### src/bpl_pkg.sv
package bpl_pkg;

	localparam int CAPACITY_DEF = 64;
	localparam int KIND_W = 3;
	localparam int VAL_W = 32;
	localparam int POS_W = 7;
	localparam int CNT_W = 7;
	localparam int ST_W = 2;

	localparam logic [KIND_W-1:0] K_INS_FRONT = 3'd0;
	localparam logic [KIND_W-1:0] K_INS_BACK = 3'd1;
	localparam logic [KIND_W-1:0] K_INS_POS = 3'd2;
	localparam logic [KIND_W-1:0] K_REM_FIRST = 3'd3;
	localparam logic [KIND_W-1:0] K_REM_LAST = 3'd4;
	localparam logic [KIND_W-1:0] K_DUMP = 3'd5;

	localparam logic [ST_W-1:0] ST_OK = 2'd0;
	localparam logic [ST_W-1:0] ST_BADPOS = 2'd1;
	localparam logic [ST_W-1:0] ST_EMPTY = 2'd2;
	localparam logic [ST_W-1:0] ST_FULL = 2'd3;

	typedef enum logic [2:0] {
		OP_NOP,
		OP_INS_FRONT,
		OP_INS_BACK,
		OP_INS_POS,
		OP_REM_FIRST,
		OP_REM_LAST,
		OP_DUMP
	} op_t;

	typedef struct packed {
		op_t op;
		logic signed [VAL_W-1:0] value;
		logic [POS_W-1:0] position;
	} bpl_req_t;

	typedef enum logic {
		BK_RUN,
		BK_DUMP
	} bk_state_t;

	typedef enum logic [1:0] {
		SH_NONE,
		SH_INSERT,
		SH_LEFT,
		SH_ROTATE
	} shift_t;

endpackage

### src/bpl_queue.sv
module bpl_queue (
	input logic clk,
	input logic arst_n,
	input logic push_valid,
	output logic push_ready,
	input bpl_pkg::bpl_req_t push_data,
	output logic pop_valid,
	input logic pop_ready,
	output bpl_pkg::bpl_req_t pop_data
);
	import bpl_pkg::*;

	localparam int DEPTH = 2;
	localparam int AW = $clog2(DEPTH);

	bpl_req_t mem_q [DEPTH];
	logic [AW-1:0] wr_ptr_q;
	logic [AW-1:0] rd_ptr_q;
	logic [AW:0] fill_q;
	logic push;
	logic pop;

	assign push_ready = fill_q != (AW+1)'(DEPTH);
	assign pop_valid = fill_q != '0;
	assign pop_data = mem_q[rd_ptr_q];
	assign push = push_valid && push_ready;
	assign pop = pop_valid && pop_ready;

	always_ff @(posedge clk) begin
		if (push) begin
			mem_q[wr_ptr_q] <= push_data;
		end
	end

	always_ff @(posedge clk or negedge arst_n) begin
		if (!arst_n) begin
			wr_ptr_q <= '0;
			rd_ptr_q <= '0;
			fill_q <= '0;
		end else begin
			if (push) begin
				wr_ptr_q <= wr_ptr_q + AW'(1);
			end
			if (pop) begin
				rd_ptr_q <= rd_ptr_q + AW'(1);
			end
			if (push && !pop) begin
				fill_q <= fill_q + (AW+1)'(1);
			end else if (pop && !push) begin
				fill_q <= fill_q - (AW+1)'(1);
			end
		end
	end

endmodule

### config.mk
export PLATFORM = sky130hd
export DESIGN_NAME = bpl_queue
export DESIGN_NICKNAME = d
export VERILOG_FILES = /design/src/bpl_pkg.sv /design/src/bpl_queue.sv
export SDC_FILE = /design/constraint.sdc
export NUM_CORES = 1
export LEC_CHECK = 0
export CAP_MARGIN = 25
export CORE_ASPECT_RATIO = 2
export CORE_MARGIN = 2
export CORE_UTILIZATION = 49
export CTS_CLUSTER_SIZE = 8
export DETAILED_ROUTE_END_ITERATION = 16
export DONT_BUFFER_PORTS = 1
export MAX_ROUTING_LAYER = met4
export PLACE_DENSITY = 0.66
export RECOVER_POWER = 25
export SYNTH_ARGS = -nofsm -noshare
export SYNTH_HDL_FRONTEND = slang
export SYNTH_SLANG_ARGS = --single-unit
### constraint.sdc
create_clock -name clk -period 2.9 [get_ports clk]
set_input_delay 0.29 -clock clk [delete_from_list [all_inputs] [get_ports clk]]
set_output_delay 0.29 -clock clk [all_outputs]
set_load 0.02 [all_outputs]
Yosys cells after proc, flatten, opt, wreduce, memory -nomap -nowiden
Memories as Yosys holds them, arrays and structs flattened. Index checks and enable logic that the tools add are counted.

Output and inout port bits: 44. Logic and storage cells: 21. Memories kept: 1. Register bits after elaboration: 4. Bits of input ports: 46. Memory bits (writable): 84.

Memories: mem_q (depth 2, width 42, rd ports 1, clocked after memory_dff 0, write ports 1, RTL line bpl_queue.sv:16) `bpl_req_t mem_q [DEPTH];`.

Add/subtract/negate cells: 4. Multiplexer cells: 4. Reductions and logical operators: 8. Equal/unequal tests: 1.

Operators by type and width (count): 1-bit logical AND (4); 2-bit 2-to-1 mux (2); 2-bit nonzero test (2); 1-bit adder (second input constant) (2); 2-bit by 1-bit adder with 2-bit output (second input constant) (1); 1-bit zero test (2); 1-bit 2-to-1 mux (2); 2-bit != test (second input constant) (1); 2-bit by 1-bit subtractor with 2-bit output (second input constant) (1).

Logic depth before layout (Yosys ltp)
Depth in word-level cells: 6. Mapped depth: 7. Depth with buffers taken out: 7.

Least setup slack after synthesis
OpenSTA, ideal clock, no wires.

Kind: reg2reg. Start point: reg fill_q[0]. End point: mem mem_q[0][0] (netlist bit), enable pin. Slack: -108 ps. Period minus slack after synthesis: 3008 ps. Buffers on the path: 0. Required time: 2459 ps. Arrival time: 2567 ps. Cell stages (with the launch flop): 4. Path through: dfrtp_1 -> nand2b_1 -> nand2_1 -> nor2_1.

Cells in the longest elaborated chain, start to end: 4.

RTL lines: from (decl) (RTL line bpl_queue.sv:19) `logic [AW:0] fill_q;`; from (signal assigned) (RTL line bpl_queue.sv:48) `fill_q <= fill_q + (AW+1)'(1);`; from (signal assigned) (RTL line bpl_queue.sv:50) `fill_q <= fill_q - (AW+1)'(1);`; 2-bit != test (RTL line bpl_queue.sv:23) `assign push_ready = fill_q != (AW+1)'(DEPTH);`; net push_ready (RTL line bpl_queue.sv:5) `output logic push_ready,`; 1-bit logical AND (RTL line bpl_queue.sv:26) `assign push = push_valid && push_ready;`; 1-bit 2-to-1 mux (RTL line bpl_queue.sv:30) `if (push) begin`; 1-bit 2-to-1 mux (implied by the code) (RTL line bpl_queue.sv:31) `mem_q[wr_ptr_q] <= push_data;`; to (decl) (RTL line bpl_queue.sv:16).

The timed path passes the listed nets, and every way through them passes these cells.

==> results.md <==
- Seq/Total Area, Yosys: approximately three quarters
- Leading area contributor after synthesis: edfxtp_1
- Average wire per standard cell: 18.4 µm
- PD cells: 1120 nW/µm²
- Total grt overflow: 0
- Flops & latches, synth: 88
- Largest net degree at the start of global routing: 30
- Slew at the pin with the worst max-slew slack: 0.585 ns
- Ys Warns: 0
- Synth Area in Simple Gates: less than 1%
- CTS Buf Count: 9
- Minimum clock period: around 2.1 ns
- Initial Util: 50.2%
- Final Instance Area: 3790 µm²
- Rows: 43
- Top-area cell type share of the netlist area: 73.6%
- Die Span Y: 122 µm
- RSZ-0062 raised after global routing: no
- Max-Cap Viols: 0
- First-pass GRT wire length: 7180 µm
- Commonest cells in the synthesized netlist: 84 x edfxtp_1, 39 x mux2_4, 4 x buf_12, 4 x dfrtp_1
- Die Wd: 63.1 µm
- Largest family of logic cells by synthesized area: multiplexers
- Post-synth EDFFs: 84
- Vias in the first global route: 1,386
- 1st-pass router iterations: 4
- Share of cells above drive strength 1: roughly 37%
- Synth cell types: 15
- Die area: a little under 8000 µm²
- Synthesized-area fraction occupied by adder cells: 0.365%
- Met2 Use GR: 20.4%
- Max FO, Critical Path: 25
- Top cells by area in the synthesized netlist: edfxtp_1 74%, mux2_4 17%, dfrtp_1 2.9%
- Root Buffer: clkbuf_16
- Fin crit share: between 70% and 80%
- Pins Over Slew Limit: 0
- Hold Fails Final Rpt: 0
- Slowest cell on the critical path: dfrtp_2
- Final WL: 4610 µm
- Peak Freq: 478 MHz
- Filler Cells Inserted: 545
- Synth Area in Compound Gates: 0%
- CTS Buffer Depth: 2
- Final Setup Violations: 0
- DPL Wire Length: around 3100 µm
- Antenna violations before repair: 0
- Worst Setup Start Kind: flop
- Starting DRT DRC Count: 54
- Mapped cell area: roughly 3400 µm²
- Met3 Use GR: 8.07%
- CP arrival: 1.80 ns
- Ordered list of cells on the worst path: buf_12 -> mux2_2
- Gr busiest metal: met2
- Power Total: 4.25 mW
- Most common cell in the netlist: edfxtp_1
- Final net count: slightly above 200
- Syn Inst Count: approximately 150
- Met1 Use GR: 13.7%
- Gr usage total: 13.7%
- Mux contribution to synthesized area: 18.1%
- CTS tree: built
- Worst path top cell family by delay: flip-flops
- I/O pins: 90
- Final worst setup slack: 0.809 ns
- Post-synthesis xor/xnor area fraction: roughly 1.3%
- Synth Net Count: roughly 200
- Leak Pwr: 1.37 nW
- CP peak stage delay: 0.74 ns
- Avg Inst Size Synth: 23.0 µm²
- Asr flop ratio synth: 4.55%
- CP required: 2.61 ns
- Vias after detailed routing: about 1,300
- CP endpoint kind: output port
- Hold Crit Class: input port to flop
- Cell Area, Placed: 3510 µm²
- Rel. slew slack: 61.0%
- Status: finished clean
- Hold Worst Slack: 0.0556 ns
- Clk slew on worst S/H paths: 0.06 ns
- I/O Buffers: 0
- Place WS: between 1 and 1.5 ns
- CTS-repair resized insts: 0
- ANT nets after route: 0
- TNS Setup: 0 ns
- Final setup skew: 0.00510 ns
- Setup CP Type: flop to output port
- Worst ir drop on vdd: 0.657 mV
- Drc violations: 0
- RePlAce Congestion: 0.621
- Antenna cell count: 0
- Via/cell ratio: slightly above 5
- Worst skew pair latency: 0.33 ns
- CTS H-tree depth: 3
- Clock sinks: 88
- CORE AREA: 6830 µm²
- CP Buf/Inv Count: 1
- Top FF cell, synth: edfxtp_1
- Area growth syn-to-layout: 10.5%
flip-flops by register name, summed over array words and instances (netlist names):
name and count:
wr_ptr_q 1, rd_ptr_q 1, fill_q 2, mem_q 84
through the flow:
| step | utilization, % | std cells |
|---|---|---|
| floorplan | - | 149 |
| global placement | 51.4 | 238 |
| detailed placement | 51.4 | 238 |
| CTS | 55.4 | 251 |
| global route | 55.4 | 251 |
| finish | 55.4 | 251 |
timing repair:
item	4_1_cts	5_1_grt
endpoints found under the hold margin	4	0
buffers inserted	0	0
hold buffers	1	0
where the power goes:
part	leakage [nW]	internal (mW)	switching, mW
clock	0.130	0.645	0.392
sequential	0.826	1.74	0.149
combinational	0.415	0.562	0.760
total	1.37	2.95	1.30
final cells by class:
cell class	instances	area, µm²	area share [%]
clock inverter	2	35.0	0.925
timing repair buffer	5	65.1	1.72
multi-input combinational	55	718	19.0
clock buffer	10	229	6.05
sequential	88	2620	69.3
inverter	1	3.75	0.0991
tap	90	113	2.97
worst paths after layout:
path / startpoint / end / slack, ns / cells past startpoint
hold reg to reg: fill_q[1] / fill_q[1] / 0.51 / 1
max in group asynchronous: arst_n / rd_ptr_q / 2.48 / 1
hold / removal: push_data[31] / mem_q[1][31] / 0.06 / 0
setup / recovery: rd_ptr_q / pop_data[21] / 0.81 / 2
setup reg to reg: fill_q[0] / mem_q[0][20] / 1.08 / 4
min in group asynchronous: arst_n / wr_ptr_q / 0.23 / 1
cells by family (layout without fill, tap and decap cells):
logic type	Yosys count	in the layout
mux	42	42
fa+ha+maj	1	1
simple gates	7	7
xor+xnor	5	5
buf+inv	6	18
flops	88	88
cells in the final DEF (no fill, tap or decap):
cell type / instances
inv_1: 1
nor2_4: 1
mux2_4: 39
nand2_1: 2
clkbuf_1: 1
nand2b_1: 1
edfxtp_1: 84
nor2_1: 1
xor2_1: 2
clkinv_2: 1
dlygate4sd3_1: 1
xnor2_1: 3
mux2_2: 3
dfrtp_2: 1
clkbuf_16: 9
and3_2: 1
ha_1: 1
buf_12: 2
bufinv_16: 1
buf_4: 2
dfrtp_1: 3
or2_1: 1
per-layer routing:
metal | routed length [µm] | vias up
met5 | 0 | -
met3 | 515 | 8
met1 | 1690 | 625
met4 | 125 | 0
li1 | - | 597
met2 | 2280 | 70
Power figures use the tool's default switching activity.
